### src/rtl/pti_pkg.sv
// shared types and constants for the palindromic tree insert block
package pti_pkg;

    // fixed result and letter input field widths
    localparam int LEN_OUT_W   = 13;
    localparam int CNT_OUT_W   = 13;
    localparam int TOTAL_W     = 24;
    localparam int LETTER_IN_W = 5;

    // reserved node indexes
    localparam int ODD_ROOT   = 1;
    localparam int EVEN_ROOT  = 2;
    localparam int FIRST_NODE = 3;

    // sequencer states
    typedef enum logic [3:0] {
        ST_IDLE,
        ST_NODE_RD,
        ST_NODE_EVAL,
        ST_TEXT_CMP,
        ST_CHILD_RD,
        ST_CHILD_EVAL,
        ST_CHK_EVAL,
        ST_WRITE,
        ST_FIN
    } pti_state_t;

endpackage

### src/rtl/pti_ctrl.sv
// sequencer: suffix link walks, child lookup, node creation and result beat
module pti_ctrl
    import pti_pkg::*;
#(
    parameter int MAX_LEN  = 4096,
    parameter int ALPHABET = 26
) (
    input  logic                        aclk,
    input  logic                        aresetn,
    // input beat
    input  logic                        s_valid,
    output logic                        s_ready,
    input  logic [LETTER_IN_W-1:0]      s_letter,
    input  logic                        s_restart,
    // result beat
    output logic                        m_valid,
    input  logic                        m_ready,
    output logic [LEN_OUT_W-1:0]        m_longest_pal_suffix,
    output logic                        m_new_palindrome,
    output logic [CNT_OUT_W-1:0]        m_pal_suffix_count,
    output logic [TOTAL_W-1:0]          m_total_palindromes,
    output logic                        m_store_full,
    // text memory
    output logic                        txt_wr_en,
    output logic [$clog2(MAX_LEN)-1:0]  txt_wr_addr,
    output logic [$clog2(ALPHABET)-1:0] txt_wr_data,
    output logic [$clog2(MAX_LEN)-1:0]  txt_rd_addr,
    input  logic [$clog2(ALPHABET)-1:0] txt_rd_data,
    // child memory
    output logic                                    chd_wr_en,
    output logic [$clog2((MAX_LEN+3)*ALPHABET)-1:0] chd_wr_addr,
    output logic [$clog2(MAX_LEN+3)-1:0]            chd_wr_data,
    output logic [$clog2((MAX_LEN+3)*ALPHABET)-1:0] chd_rd_addr,
    input  logic [$clog2(MAX_LEN+3)-1:0]            chd_rd_data,
    // node memory
    output logic                          nd_wr_en,
    output logic [$clog2(MAX_LEN+3)-1:0]  nd_wr_addr,
    output logic [$clog2(MAX_LEN+1)-1:0]  nd_wr_len,
    output logic [$clog2(MAX_LEN+3)-1:0]  nd_wr_link,
    output logic [$clog2(MAX_LEN+1)-1:0]  nd_wr_cnt,
    output logic [$clog2(MAX_LEN+3)-1:0]  nd_wr_parent,
    output logic [$clog2(ALPHABET)-1:0]   nd_wr_letter,
    output logic [$clog2(MAX_LEN+3)-1:0]  nd_rd_addr,
    input  logic [$clog2(MAX_LEN+1)-1:0]  nd_rd_len,
    input  logic [$clog2(MAX_LEN+3)-1:0]  nd_rd_link,
    input  logic [$clog2(MAX_LEN+1)-1:0]  nd_rd_cnt,
    input  logic [$clog2(MAX_LEN+3)-1:0]  nd_rd_parent,
    input  logic [$clog2(ALPHABET)-1:0]   nd_rd_letter
);

    localparam int NODES = MAX_LEN + 3;
    localparam int NW    = $clog2(NODES);
    localparam int LW    = $clog2(MAX_LEN + 1);
    localparam int PW    = $clog2(MAX_LEN);
    localparam int CW    = $clog2(ALPHABET);
    localparam int AW    = $clog2(NODES * ALPHABET);

    pti_state_t state_reg, state_next;

    logic          phase_reg, phase_next;
    logic [NW-1:0] wk_reg, wk_next;
    logic [NW-1:0] wk_link_reg, wk_link_next;
    logic [LW-1:0] wk_len_reg, wk_len_next;
    logic [NW-1:0] cur_reg, cur_next;
    logic [NW-1:0] cur_link_reg, cur_link_next;
    logic [LW-1:0] cur_len_reg, cur_len_next;
    logic [CW-1:0] let_reg, let_next;
    logic [LW-1:0] pos_reg, pos_next;
    logic [NW-1:0] lsn_reg, lsn_next;
    logic [NW-1:0] last_reg, last_next;
    logic [TOTAL_W-1:0] total_reg, total_next;
    logic [NW-1:0] cand_reg, cand_next;
    logic [NW-1:0] res_node_reg, res_node_next;
    logic [LW-1:0] res_len_reg, res_len_next;
    logic [LW-1:0] res_cnt_reg, res_cnt_next;
    logic [NW-1:0] new_link_reg, new_link_next;
    logic          created_reg, created_next;
    logic          full_reg, full_next;

    logic                 m_valid_reg, m_valid_next;
    logic [LEN_OUT_W-1:0] m_len_reg, m_len_next;
    logic                 m_new_reg, m_new_next;
    logic [CNT_OUT_W-1:0] m_cnt_reg, m_cnt_next;
    logic [TOTAL_W-1:0]   m_total_reg, m_total_next;
    logic                 m_full_reg, m_full_next;

    logic [CW-1:0] let_sat;
    logic [LW-1:0] pos_eff;
    logic [LW-1:0] new_len;
    logic [NW-1:0] new_node;
    logic          out_free;
    logic          cand_ok;
    logic          chk_ok;

    // letters past the alphabet saturate to the last letter
    assign let_sat = (32'(s_letter) >= ALPHABET) ? CW'(ALPHABET - 1) : CW'(s_letter);
    assign pos_eff = s_restart ? '0 : pos_reg;

    // length of a node made under cur: odd root gives single letters
    assign new_len  = (cur_reg == NW'(ODD_ROOT)) ? LW'(1) : cur_len_reg + LW'(2);
    assign new_node = last_reg + NW'(1);

    // a child entry counts only if it names a node of the current tree
    assign cand_ok = (chd_rd_data >= NW'(FIRST_NODE)) && (chd_rd_data <= last_reg);
    assign chk_ok  = (nd_rd_parent == wk_reg) && (nd_rd_letter == let_reg);

    assign out_free = !m_valid_reg || m_ready;

    // state and datapath registers
    always_ff @(posedge aclk) begin
        if (!aresetn) begin
            state_reg   <= ST_IDLE;
            pos_reg     <= '0;
            lsn_reg     <= NW'(EVEN_ROOT);
            last_reg    <= NW'(EVEN_ROOT);
            total_reg   <= '0;
            m_valid_reg <= 1'b0;
        end else begin
            state_reg   <= state_next;
            pos_reg     <= pos_next;
            lsn_reg     <= lsn_next;
            last_reg    <= last_next;
            total_reg   <= total_next;
            m_valid_reg <= m_valid_next;
        end
        phase_reg    <= phase_next;
        wk_reg       <= wk_next;
        wk_link_reg  <= wk_link_next;
        wk_len_reg   <= wk_len_next;
        cur_reg      <= cur_next;
        cur_link_reg <= cur_link_next;
        cur_len_reg  <= cur_len_next;
        let_reg      <= let_next;
        cand_reg     <= cand_next;
        res_node_reg <= res_node_next;
        res_len_reg  <= res_len_next;
        res_cnt_reg  <= res_cnt_next;
        new_link_reg <= new_link_next;
        created_reg  <= created_next;
        full_reg     <= full_next;
        m_len_reg    <= m_len_next;
        m_new_reg    <= m_new_next;
        m_cnt_reg    <= m_cnt_next;
        m_total_reg  <= m_total_next;
        m_full_reg   <= m_full_next;
    end

    // next state, datapath and memory controls
    always_comb begin
        state_next    = state_reg;
        phase_next    = phase_reg;
        wk_next       = wk_reg;
        wk_link_next  = wk_link_reg;
        wk_len_next   = wk_len_reg;
        cur_next      = cur_reg;
        cur_link_next = cur_link_reg;
        cur_len_next  = cur_len_reg;
        let_next      = let_reg;
        pos_next      = pos_reg;
        lsn_next      = lsn_reg;
        last_next     = last_reg;
        total_next    = total_reg;
        cand_next     = cand_reg;
        res_node_next = res_node_reg;
        res_len_next  = res_len_reg;
        res_cnt_next  = res_cnt_reg;
        new_link_next = new_link_reg;
        created_next  = created_reg;
        full_next     = full_reg;
        m_valid_next  = m_valid_reg && !m_ready;
        m_len_next    = m_len_reg;
        m_new_next    = m_new_reg;
        m_cnt_next    = m_cnt_reg;
        m_total_next  = m_total_reg;
        m_full_next   = m_full_reg;

        s_ready      = (state_reg == ST_IDLE);
        txt_wr_en    = 1'b0;
        txt_wr_addr  = PW'(pos_eff);
        txt_wr_data  = let_sat;
        txt_rd_addr  = PW'(pos_reg - LW'(1) - nd_rd_len);
        chd_wr_en    = 1'b0;
        chd_wr_addr  = AW'(cur_reg) * AW'(ALPHABET) + AW'(let_reg);
        chd_wr_data  = new_node;
        chd_rd_addr  = AW'(wk_reg) * AW'(ALPHABET) + AW'(let_reg);
        nd_wr_en     = 1'b0;
        nd_wr_addr   = new_node;
        nd_wr_len    = res_len_reg;
        nd_wr_link   = new_link_reg;
        nd_wr_cnt    = res_cnt_reg;
        nd_wr_parent = cur_reg;
        nd_wr_letter = let_reg;
        nd_rd_addr   = (state_reg == ST_CHILD_EVAL) ? chd_rd_data : wk_reg;

        case (state_reg)
            ST_IDLE: begin
                if (s_valid) begin
                    let_next     = let_sat;
                    pos_next     = pos_eff;
                    created_next = 1'b0;
                    phase_next   = 1'b0;
                    if (s_restart) begin
                        lsn_next   = NW'(EVEN_ROOT);
                        last_next  = NW'(EVEN_ROOT);
                        total_next = '0;
                    end
                    wk_next = s_restart ? NW'(EVEN_ROOT) : lsn_reg;
                    if (32'(pos_eff) >= MAX_LEN) begin
                        full_next  = 1'b1;
                        state_next = ST_FIN;
                    end else begin
                        full_next  = 1'b0;
                        txt_wr_en  = 1'b1;
                        state_next = ST_NODE_RD;
                    end
                end
            end
            ST_NODE_RD: begin
                state_next = ST_NODE_EVAL;
            end
            // node data: odd root always extends, else text compare or link step
            ST_NODE_EVAL: begin
                wk_len_next  = nd_rd_len;
                wk_link_next = nd_rd_link;
                if (wk_reg == NW'(ODD_ROOT)) begin
                    state_next = ST_CHILD_RD;
                end else if (nd_rd_len < pos_reg) begin
                    state_next = ST_TEXT_CMP;
                end else begin
                    wk_next    = nd_rd_link;
                    state_next = ST_NODE_RD;
                end
            end
            ST_TEXT_CMP: begin
                if (txt_rd_data == let_reg) begin
                    state_next = ST_CHILD_RD;
                end else begin
                    wk_next    = wk_link_reg;
                    state_next = ST_NODE_RD;
                end
            end
            ST_CHILD_RD: begin
                if (!phase_reg) begin
                    cur_next      = wk_reg;
                    cur_len_next  = wk_len_reg;
                    cur_link_next = wk_link_reg;
                end
                state_next = ST_CHILD_EVAL;
            end
            // child entry back: verify it or fall through to the miss path
            ST_CHILD_EVAL: begin
                cand_next = chd_rd_data;
                if (cand_ok) begin
                    state_next = ST_CHK_EVAL;
                end else if (phase_reg) begin
                    new_link_next = NW'(EVEN_ROOT);
                    res_cnt_next  = LW'(1);
                    state_next    = ST_WRITE;
                end else begin
                    res_len_next = new_len;
                    if (cur_reg == NW'(ODD_ROOT)) begin
                        new_link_next = NW'(EVEN_ROOT);
                        res_cnt_next  = LW'(1);
                        state_next    = ST_WRITE;
                    end else begin
                        phase_next = 1'b1;
                        wk_next    = cur_link_reg;
                        state_next = ST_NODE_RD;
                    end
                end
            end
            ST_CHK_EVAL: begin
                if (phase_reg) begin
                    new_link_next = chk_ok ? cand_reg : NW'(EVEN_ROOT);
                    res_cnt_next  = (chk_ok ? nd_rd_cnt : '0) + LW'(1);
                    state_next    = ST_WRITE;
                end else if (chk_ok) begin
                    res_node_next = cand_reg;
                    res_len_next  = nd_rd_len;
                    res_cnt_next  = nd_rd_cnt;
                    state_next    = ST_FIN;
                end else begin
                    res_len_next = new_len;
                    if (cur_reg == NW'(ODD_ROOT)) begin
                        new_link_next = NW'(EVEN_ROOT);
                        res_cnt_next  = LW'(1);
                        state_next    = ST_WRITE;
                    end else begin
                        phase_next = 1'b1;
                        wk_next    = cur_link_reg;
                        state_next = ST_NODE_RD;
                    end
                end
            end
            // commit the new node and its parent's child entry
            ST_WRITE: begin
                nd_wr_en      = 1'b1;
                chd_wr_en     = 1'b1;
                last_next     = new_node;
                res_node_next = new_node;
                created_next  = 1'b1;
                state_next    = ST_FIN;
            end
            // update tree state unless the store is full, and load the result beat
            ST_FIN: begin
                if (out_free) begin
                    m_valid_next = 1'b1;
                    m_full_next  = full_reg;
                    if (full_reg) begin
                        m_len_next   = '0;
                        m_new_next   = 1'b0;
                        m_cnt_next   = '0;
                        m_total_next = total_reg;
                    end else begin
                        lsn_next     = res_node_reg;
                        pos_next     = pos_reg + LW'(1);
                        total_next   = total_reg + TOTAL_W'(res_cnt_reg);
                        m_len_next   = LEN_OUT_W'(res_len_reg);
                        m_new_next   = created_reg;
                        m_cnt_next   = CNT_OUT_W'(res_cnt_reg);
                        m_total_next = total_reg + TOTAL_W'(res_cnt_reg);
                    end
                    state_next = ST_IDLE;
                end
            end
            default: begin
                state_next = ST_IDLE;
            end
        endcase
    end

    assign m_valid              = m_valid_reg;
    assign m_longest_pal_suffix = m_len_reg;
    assign m_new_palindrome     = m_new_reg;
    assign m_pal_suffix_count   = m_cnt_reg;
    assign m_total_palindromes  = m_total_reg;
    assign m_store_full         = m_full_reg;

endmodule

### config.mk
export PLATFORM = sky130hd
export DESIGN_NAME = pti_ctrl
export DESIGN_NICKNAME = d
export VERILOG_FILES = /design/src/rtl/pti_pkg.sv /design/src/rtl/pti_ctrl.sv
export SDC_FILE = /design/constraint.sdc
export NUM_CORES = 1
export LEC_CHECK = 0
export BUFFER_PORTS_ARGS = -buffer_cell sky130_fd_sc_hd__buf_2
export CAP_MARGIN = 10
export CORE_ASPECT_RATIO = 1.2
export CORE_MARGIN = 4
export CORE_UTILIZATION = 45
export CTS_BUF_LIST = sky130_fd_sc_hd__clkbuf_2
export CTS_CLUSTER_SIZE = 16
export DETAILED_ROUTE_END_ITERATION = 16
export PLACE_DENSITY = 0.72
export RECOVER_POWER = 25
export SETUP_SLACK_MARGIN = 0.05
export SLEW_MARGIN = 20
export SYNTH_ARGS = -nofsm -noshare
export SYNTH_HDL_FRONTEND = slang
export SYNTH_SLANG_ARGS = --single-unit
### constraint.sdc
create_clock -name aclk -period 6.57 [get_ports aclk]
set_input_delay 1.971 -clock aclk [delete_from_list [all_inputs] [get_ports aclk]]
set_output_delay 1.971 -clock aclk [all_outputs]
set_load 0.005 [all_outputs]
==> results of run 1 <==
power groups by stage:
| stage | Sequential [W] | Clock (W) | Combinational, W |
|---|---|---|---|
| 6_report | 0.00191 | 0.00120 | 0.00161 |
| 5_1_grt | 0.00192 | 0.00132 | 0.00177 |
| 4_1_cts | 0.00192 | 0.00124 | 0.00143 |
| 3_5_place_dp | 0.00197 | 0 | 0.00138 |
| 3_3_place_gp | 0.00196 | 0 | 0.00134 |
| 2_1_floorplan | 0.00194 | 0 | 0.000894 |
per-layer routing:
metal | global-route usage (%) | share of wire (%)
met5 | 0 | 0.17
met4 | 11.0 | 4.4
met3 | 5.14 | 7.0
met2 | 39.7 | 50
met1 | 27.0 | 39
cell type report:
type                            instances  area share [%]
Tap cell                              474            3.00
Clock inverter                         26           0.815
Multi-Input combinational cell       1166            43.3
Inverter                              163            3.09
Sequential cell                       271            37.7
Timing Repair Buffer                  353            9.52
Antenna cell                            3          0.0379
Clock buffer                          100            2.53
cell families (layout without fill, tap and decap cells):
| group | after synthesis | count (layout) | share of synthesized area [%] |
|---|---|---|---|
| xor gates and xnor gates | 129 | 129 | 6.84 |
| and+or+nand+nor | 517 | 517 | 15.3 |
| muxes | 25 | 25 | 1.56 |
| other | 0 | 3 | 0 |
| adders and majority gates | 153 | 153 | 12.5 |
| AOI/OAI and AO/OA | 342 | 342 | 13.4 |
| DFF | 271 | 271 | 44.6 |
| buffers and inverters | 236 | 642 | 5.79 |
worst max-delay path by stage:
| stage | end | slack, ps | cells past startpoint | start |
|---|---|---|---|---|
| floorplan | txt_rd_addr[11] | 790 | 9 | nd_rd_len[1] |
| global placement | txt_rd_addr[11] | 380 | 11 | nd_rd_len[1] |
| detailed placement | txt_rd_addr[11] | 380 | 11 | nd_rd_len[1] |
| CTS | chd_rd_addr[16] | 50 | 14 | wk_reg[2]$_DFFE_PP_ |
| global route | chd_wr_addr[16] | -30 | 14 | nd_wr_parent[1]$_DFFE_PP_ |
| finish | chd_wr_addr[16] | 170 | 14 | nd_wr_parent[1]$_DFFE_PP_ |
synth_stat cells, types with 10 or more instances:
cell type  count  area [um^2]
inv_1        160          601
a22o_1        18          158
fa_1          24          480
clkbuf_1      45          169
edfxtp_1     203         6100
a22oi_1       17          128
a221o_1       12          120
nor2_1       131          492
and2_1        10         62.6
nor4_1        15         93.8
xnor2_1       76          666
o21bai_1      10         75.1
xor2_1        52          455
a21o_1        24          180
o21a_1        12         90.1
or3_1         14         87.6
nand4_1       17          106
dfxtp_1       68         1360
nand2_1      147          552
a21oi_1       72          360
and3_1        20          125
nand3_1       43          215
mux2i_1       17          170
nor2b_1       51          319
buf_4         16          120
o21ai_0       98          490
nor3_1        22          110
o2111ai_1     10         87.6
ha_1         129         1610
repair_timing:
item,CTS,global route
pin swaps,1,14
gates cloned,0,0
gates resized for setup,10,48
buffers inserted,9,25
setup endpoints to repair,5,8
layout by cell type (no fill, tap or decap), drive strengths merged, types with 10 or more instances in the layout:
cell / netlist / routed
a21o: 24 / 24
a21oi: 72 / 72
a221o: 12 / 12
a22o: 18 / 18
a22oi: 17 / 17
and2: 10 / 10
and3: 21 / 21
buf: 28 / 346
clkbuf: 45 / 107
clkinv: 2 / 23
dfxtp: 68 / 68
edfxtp: 203 / 203
fa: 24 / 24
ha: 129 / 129
inv: 161 / 163
mux2i: 17 / 17
nand2: 149 / 149
nand3: 43 / 43
nand4: 18 / 18
nor2: 132 / 132
nor2b: 51 / 51
nor3: 24 / 24
nor4: 15 / 15
o2111ai: 10 / 10
o21a: 12 / 12
o21ai: 101 / 101
o21bai: 10 / 10
or3: 14 / 14
xnor2: 76 / 76
xor2: 52 / 52
through the flow:
stage                     instance area [um^2]  total power, W
final                                    19800         0.00472
after global routing                     19800         0.00501
after CTS                                19400         0.00459
after detailed placement                 18600         0.00334
after global placement                   18600         0.00331
after floorplan                          16700         0.00283
==> flow_summary_export.csv, run 1 <==
group,metric,value,unit
status,status,"complete, no violations",
power_and_ir_drop,pwr-share-comb,34.2,%
yosys,ys_types,80,
floorplanning,start_util,45.4,%
yosys,syn_inst,1673,
yosys,synth_top_flop_cell,"edfxtp_1",
clock_tree,cts_max_level,3,
power_and_ir_drop,power.share.clock,25.3,%
timing,hold_ws,426,ps
floorplanning,ios,301,
yosys,syn_nets,1911,
setup_path,reg2reg_slack,2770,ps
route,routed_wl,48.8,mm
setup_path,criticalPathCategory,"register to output port",
power_and_ir_drop,pwr-share-seq,40.5,%
clock_tree,clk_pin_slew,100,ps
grt,grt_pass1_vias,13663,
hold_path,holdPathStages,0,
final_layout,final_cells,2556,
setup_path,r2r-end,"nd_wr_cnt[12]$_DFFE_PP_",
clock_tree,worstSkewPairLatency,950,ps
setup_path,cp-end-kind,"output port",
hold_path,hold_path.class,"register to register",
power_and_ir_drop,vdd_ir_drop_max,116,uV
clock_tree,ctsHoldBuffers,0,
final_layout,num-fill-cells,3343,
hold_path,hold_start,"wk_len_reg[10]$_DFFE_PP_",
yosys,ys_seq_area_share,44.6,%
power_and_ir_drop,power_density,239,mW/mm^2
setup_path,path_cells,"inv_1 -> ha_1 -> inv_1 -> ha_1 -> ha_1 -> fa_2 -> nand3_2 -> a21boi_1 -> or4b_4 -> nand3_2 -> nand4_1 -> nor4_2 -> xor2_1 -> buf_2",
power_and_ir_drop,p_int,0.00306,W
timing,fin_setup_tns,0,ps
route,vias_per_cell,5.49,
route,vias,14036,
timing,finalHoldViolCount,0,
hold_path,min_to,"cur_len_reg[10]$_DFFE_PP_",
route,detail_route.wl_per_cell,19.1,um
timing,finalWorstSetupSlack,169,ps
timing,tightest_slew,893,ps
yosys,synthesis.area,0.0167,mm^2
power_and_ir_drop,switchingPower,0.00166,W
final_layout,fin_nets,2262,
floorplanning,die_h,219,um
timing,post-route-min-period,6400,ps
grt,grt_pass1_wl,73.0,mm
final_layout,final_core_util,53.8,%
clock_tree,clock_path_buffers,3,
final_layout,syn_to_final_growth,18.4,%
clock_tree,cts_tree,"done",
setup_path,cp.arrival,4430,ps
clock_tree,root_buffer,"clkbuf_2",
setup_path,cp_common_cell,"ha_1",
placed_design,dp.cells,2393,
setup_path,critical_path.top_delay_family,"simple AND/OR/NAND/NOR gates",
timing,rsz0062_at_grt,"true",
yosys,avgSynthCellArea,9.99,um^2
clock_tree,cts_sinks,271,
timing,worst_clock_skew,95.1,ps
yosys,synth_edf_count,203,
run,cap_violations,0,
floorplanning,core,0.0368,mm^2
route,final_antenna_net_count,0,
final_layout,regArea,0.00746,mm^2
timing,relSlewSlack,40.0,%
setup_path,crit_required,4600,ps
yosys,synthArstFlopShare,0,%
setup_path,start_kind,"register",
grt,gr-total-overflow,0,
final_layout,multi_input_area,0.00858,mm^2
timing,post-route-period-util,97.4,%
setup_path,r2r-start,"wk_reg[1]$_DFFE_PP_",
clock_tree,numCtsBuffers,69,
setup_path,r2r_cells,14,
timing,maxSlewViolCount,0,
grt,grt_max_degree,60,
yosys,yosysWarnings,0,
route,initialDrtViolationCount,1003,
setup_path,crit_buf_inv,3,
power_and_ir_drop,p_leak,8.50,nW
route,drc,0,
grt,antenna_found_initial,8,
power_and_ir_drop,switching_share,35.2,%
setup_path,critPathSlowestCell,"or4b_4",
route,dr.pass1.iters,5,
yosys,ys_ff_latch,271,
timing,fmax,0.156,GHz
final_layout,layout-drive-gt1-share,25.6,%
placed_design,place_congestion,0.920,
setup_path,cpPeakStageDelay,530,ps
grt,grt_use_total,23.0,%
setup_path,cp_max_fo,4,
floorplanning,rows,77,
floorplanning,die_area,0.0403,mm^2
placed_design,dp_hpwl,36.7,mm
floorplanning,chipWidth,184,um
placed_design,port-buffer-count,300,
placed_design,dp_slack,379,ps
timing,setup_viol,0,
Note: power is estimated with default switching activity, not from simulation.
==> run 2: changes to the inputs <==
--- a/config.mk
+++ b/config.mk
@@ -13,6 +13,7 @@
 export CTS_BUF_LIST = sky130_fd_sc_hd__clkbuf_2
 export CTS_CLUSTER_SIZE = 16
 export DETAILED_ROUTE_END_ITERATION = 16
+export MAX_ROUTING_LAYER = met4
 export PLACE_DENSITY = 0.72
 export RECOVER_POWER = 25
 export SETUP_SLACK_MARGIN = 0.05
==> flow_summary_export.csv, run 2 (same netlist as run 1, synthesis figures left out) <==
group,metric,value,unit
grt,grt_use_total,23.8,%
timing,worst_clock_skew,80.8,ps
clock_tree,cts_tree,"done",
clock_tree,cts_sinks,271,
hold_path,hold_path.class,"register to register",
clock_tree,worstSkewPairLatency,930,ps
clock_tree,root_buffer,"clkbuf_2",
timing,fmax,0.159,GHz
placed_design,dp_slack,403,ps
timing,maxSlewViolCount,120,
clock_tree,ctsHoldBuffers,0,
grt,gr-total-overflow,0,
final_layout,layout-drive-gt1-share,23.7,%
route,routed_wl,49.2,mm
timing,rsz0062_at_grt,"false",
setup_path,cp-end-kind,"output port",
placed_design,place_congestion,0.941,
grt,use_met3,4.71,%
setup_path,path_cells,"inv_1 -> ha_1 -> inv_1 -> fa_1 -> inv_1 -> ha_4 -> nor2b_2 -> or3b_1 -> nand3_2 -> nor3b_4 -> nand3_2 -> nor4b_4 -> xnor3_1 -> buf_2",
setup_path,cp_common_cell,"inv_1",
grt,met2_usage,39.9,%
setup_path,critPathSlowestCell,"fa_1",
final_layout,multi_input_area,0.00862,mm^2
hold_path,holdPathStages,0,
timing,finalWorstSetupSlack,281,ps
floorplanning,core,0.0368,mm^2
grt,grt_max_degree,60,
floorplanning,ios,301,
floorplanning,rows,77,
setup_path,cp.arrival,4320,ps
timing,setup_viol,0,
final_layout,final_cell_mix,"buf_2, edfxtp_1, inv_1",
setup_path,r2r_cells,5,
clock_tree,numCtsBuffers,71,
route,initialDrtViolationCount,1028,
route,detail_route.wl_per_cell,19.2,um
status,violations,"capacitance limit, slew limit",
route,dr.pass1.iters,6,
floorplanning,start_util,45.4,%
placed_design,port-buffer-count,300,
timing,fin_setup_tns,0,ps
power_and_ir_drop,power_density,239,mW/mm^2
floorplanning,chipWidth,184,um
timing,post-route-period-util,95.7,%
clock_tree,clock_path_buffers,3,
floorplanning,die_h,219,um
final_layout,num-fill-cells,3362,
clock_tree,clk_pin_slew,100,ps
power_and_ir_drop,finalPower,0.00472,W
final_layout,final_common_cell,"buf_2",
setup_path,start_kind,"register",
route,final_antenna_net_count,0,
final_layout,syn_to_final_growth,18.1,%
timing,tightest_slew,2410,ps
final_layout,final_core_util,53.6,%
setup_path,cpPeakStageDelay,510,ps
grt,antenna_found_initial,8,
grt,grt-busiest-layer,"met2",
route,vias_per_cell,5.48,
grt,use_met1,27.7,%
power_and_ir_drop,p_leak,8.38,nW
clock_tree,cts_max_level,3,
final_layout,fin_nets,2259,
timing,relSlewSlack,-60.6,%
setup_path,crit_required,4600,ps
status,status,"finished, violations left",
timing,finalHoldViolCount,0,
grt,grt_pass1_vias,13561,
power_and_ir_drop,vdd_ir_drop_max,135,uV
timing,post-route-min-period,6290,ps
setup_path,cp_max_fo,5,
floorplanning,die_area,0.0403,mm^2
route,vias,14022,
grt,grt_pass1_wl,73.3,mm
final_layout,regArea,0.00746,mm^2
placed_design,dp_hpwl,36.9,mm
run,cap_violations,3,
route,drc,0,
setup_path,criticalPathCategory,"register to output port",
-- run 2: routing by layer --
metal	share of wire, %	vias to the layer above
li1	-	6670
met1	39	6659
met2	50	577
met3	7.2	116
met4	4.3	0
met5	0	-
-- run 2: worst max-delay path, delay by kind of cell, from the launching register on --
| kind | cells | cell delay, ps |
|---|---|---|
| AND/OR/NAND/NOR | 6 | 1310 |
| flip-flops | 1 | 420 |
| XOR/XNOR | 1 | 230 |
| buffers and inverters | 4 | 380 |
| adder cells (fa/ha/maj) | 3 | 1090 |
-- run 2: stage by stage --
| stage | cell area (um^2) | hold WS (ps) | std cells |
|---|---|---|---|
| 2_1_floorplan | 16700 | 400 | 1673 |
| 3_3_place_gp | 18600 | 402 | 2393 |
| 3_5_place_dp | 18600 | 405 | 2393 |
| 4_1_cts | 19400 | 419 | 2534 |
| 5_1_grt | 19700 | 432 | 2557 |
| 6_report | 19700 | 420 | 2558 |
-- run 2: timing repair --
action / CTS / global route
endpoints found under the setup margin: 5 / 8
buffers inserted: 15 / 14
pin swaps: 1 / 13
resized for setup: 6 / 59
-- run 2: area by class of cell --
cell class                      count  share of cell area [%]
Antenna cell                       10                   0.127
Clock buffer                      108                    2.74
Clock inverter                     18                   0.640
Inverter                          163                    3.11
Multi-Input combinational cell   1166                    43.7
Sequential cell                   271                    37.8
Tap cell                          474                    3.00
Timing Repair Buffer              348                    8.92
-- run 2: path summary, 6_finish.rpt --
check                                         startpoint  slack [ps]                          to
worst max-delay path                 wk_reg[4]$_DFFE_PP_         280             chd_rd_addr[16]
worst min-delay path            wk_len_reg[10]$_DFFE_PP_         420   cur_len_reg[10]$_DFFE_PP_
worst max register to register        full_reg$_DFFE_PP_        2530  total_reg[13]$_SDFFE_PN0P_
worst min register to register  wk_len_reg[10]$_DFFE_PP_         420   cur_len_reg[10]$_DFFE_PP_
-- run 2: power breakdown --
group          switching (W)  internal [W]
Clock               0.000712      0.000514
Sequential         0.0000381       0.00187
Combinational       0.000908      0.000676
Total                0.00166       0.00306
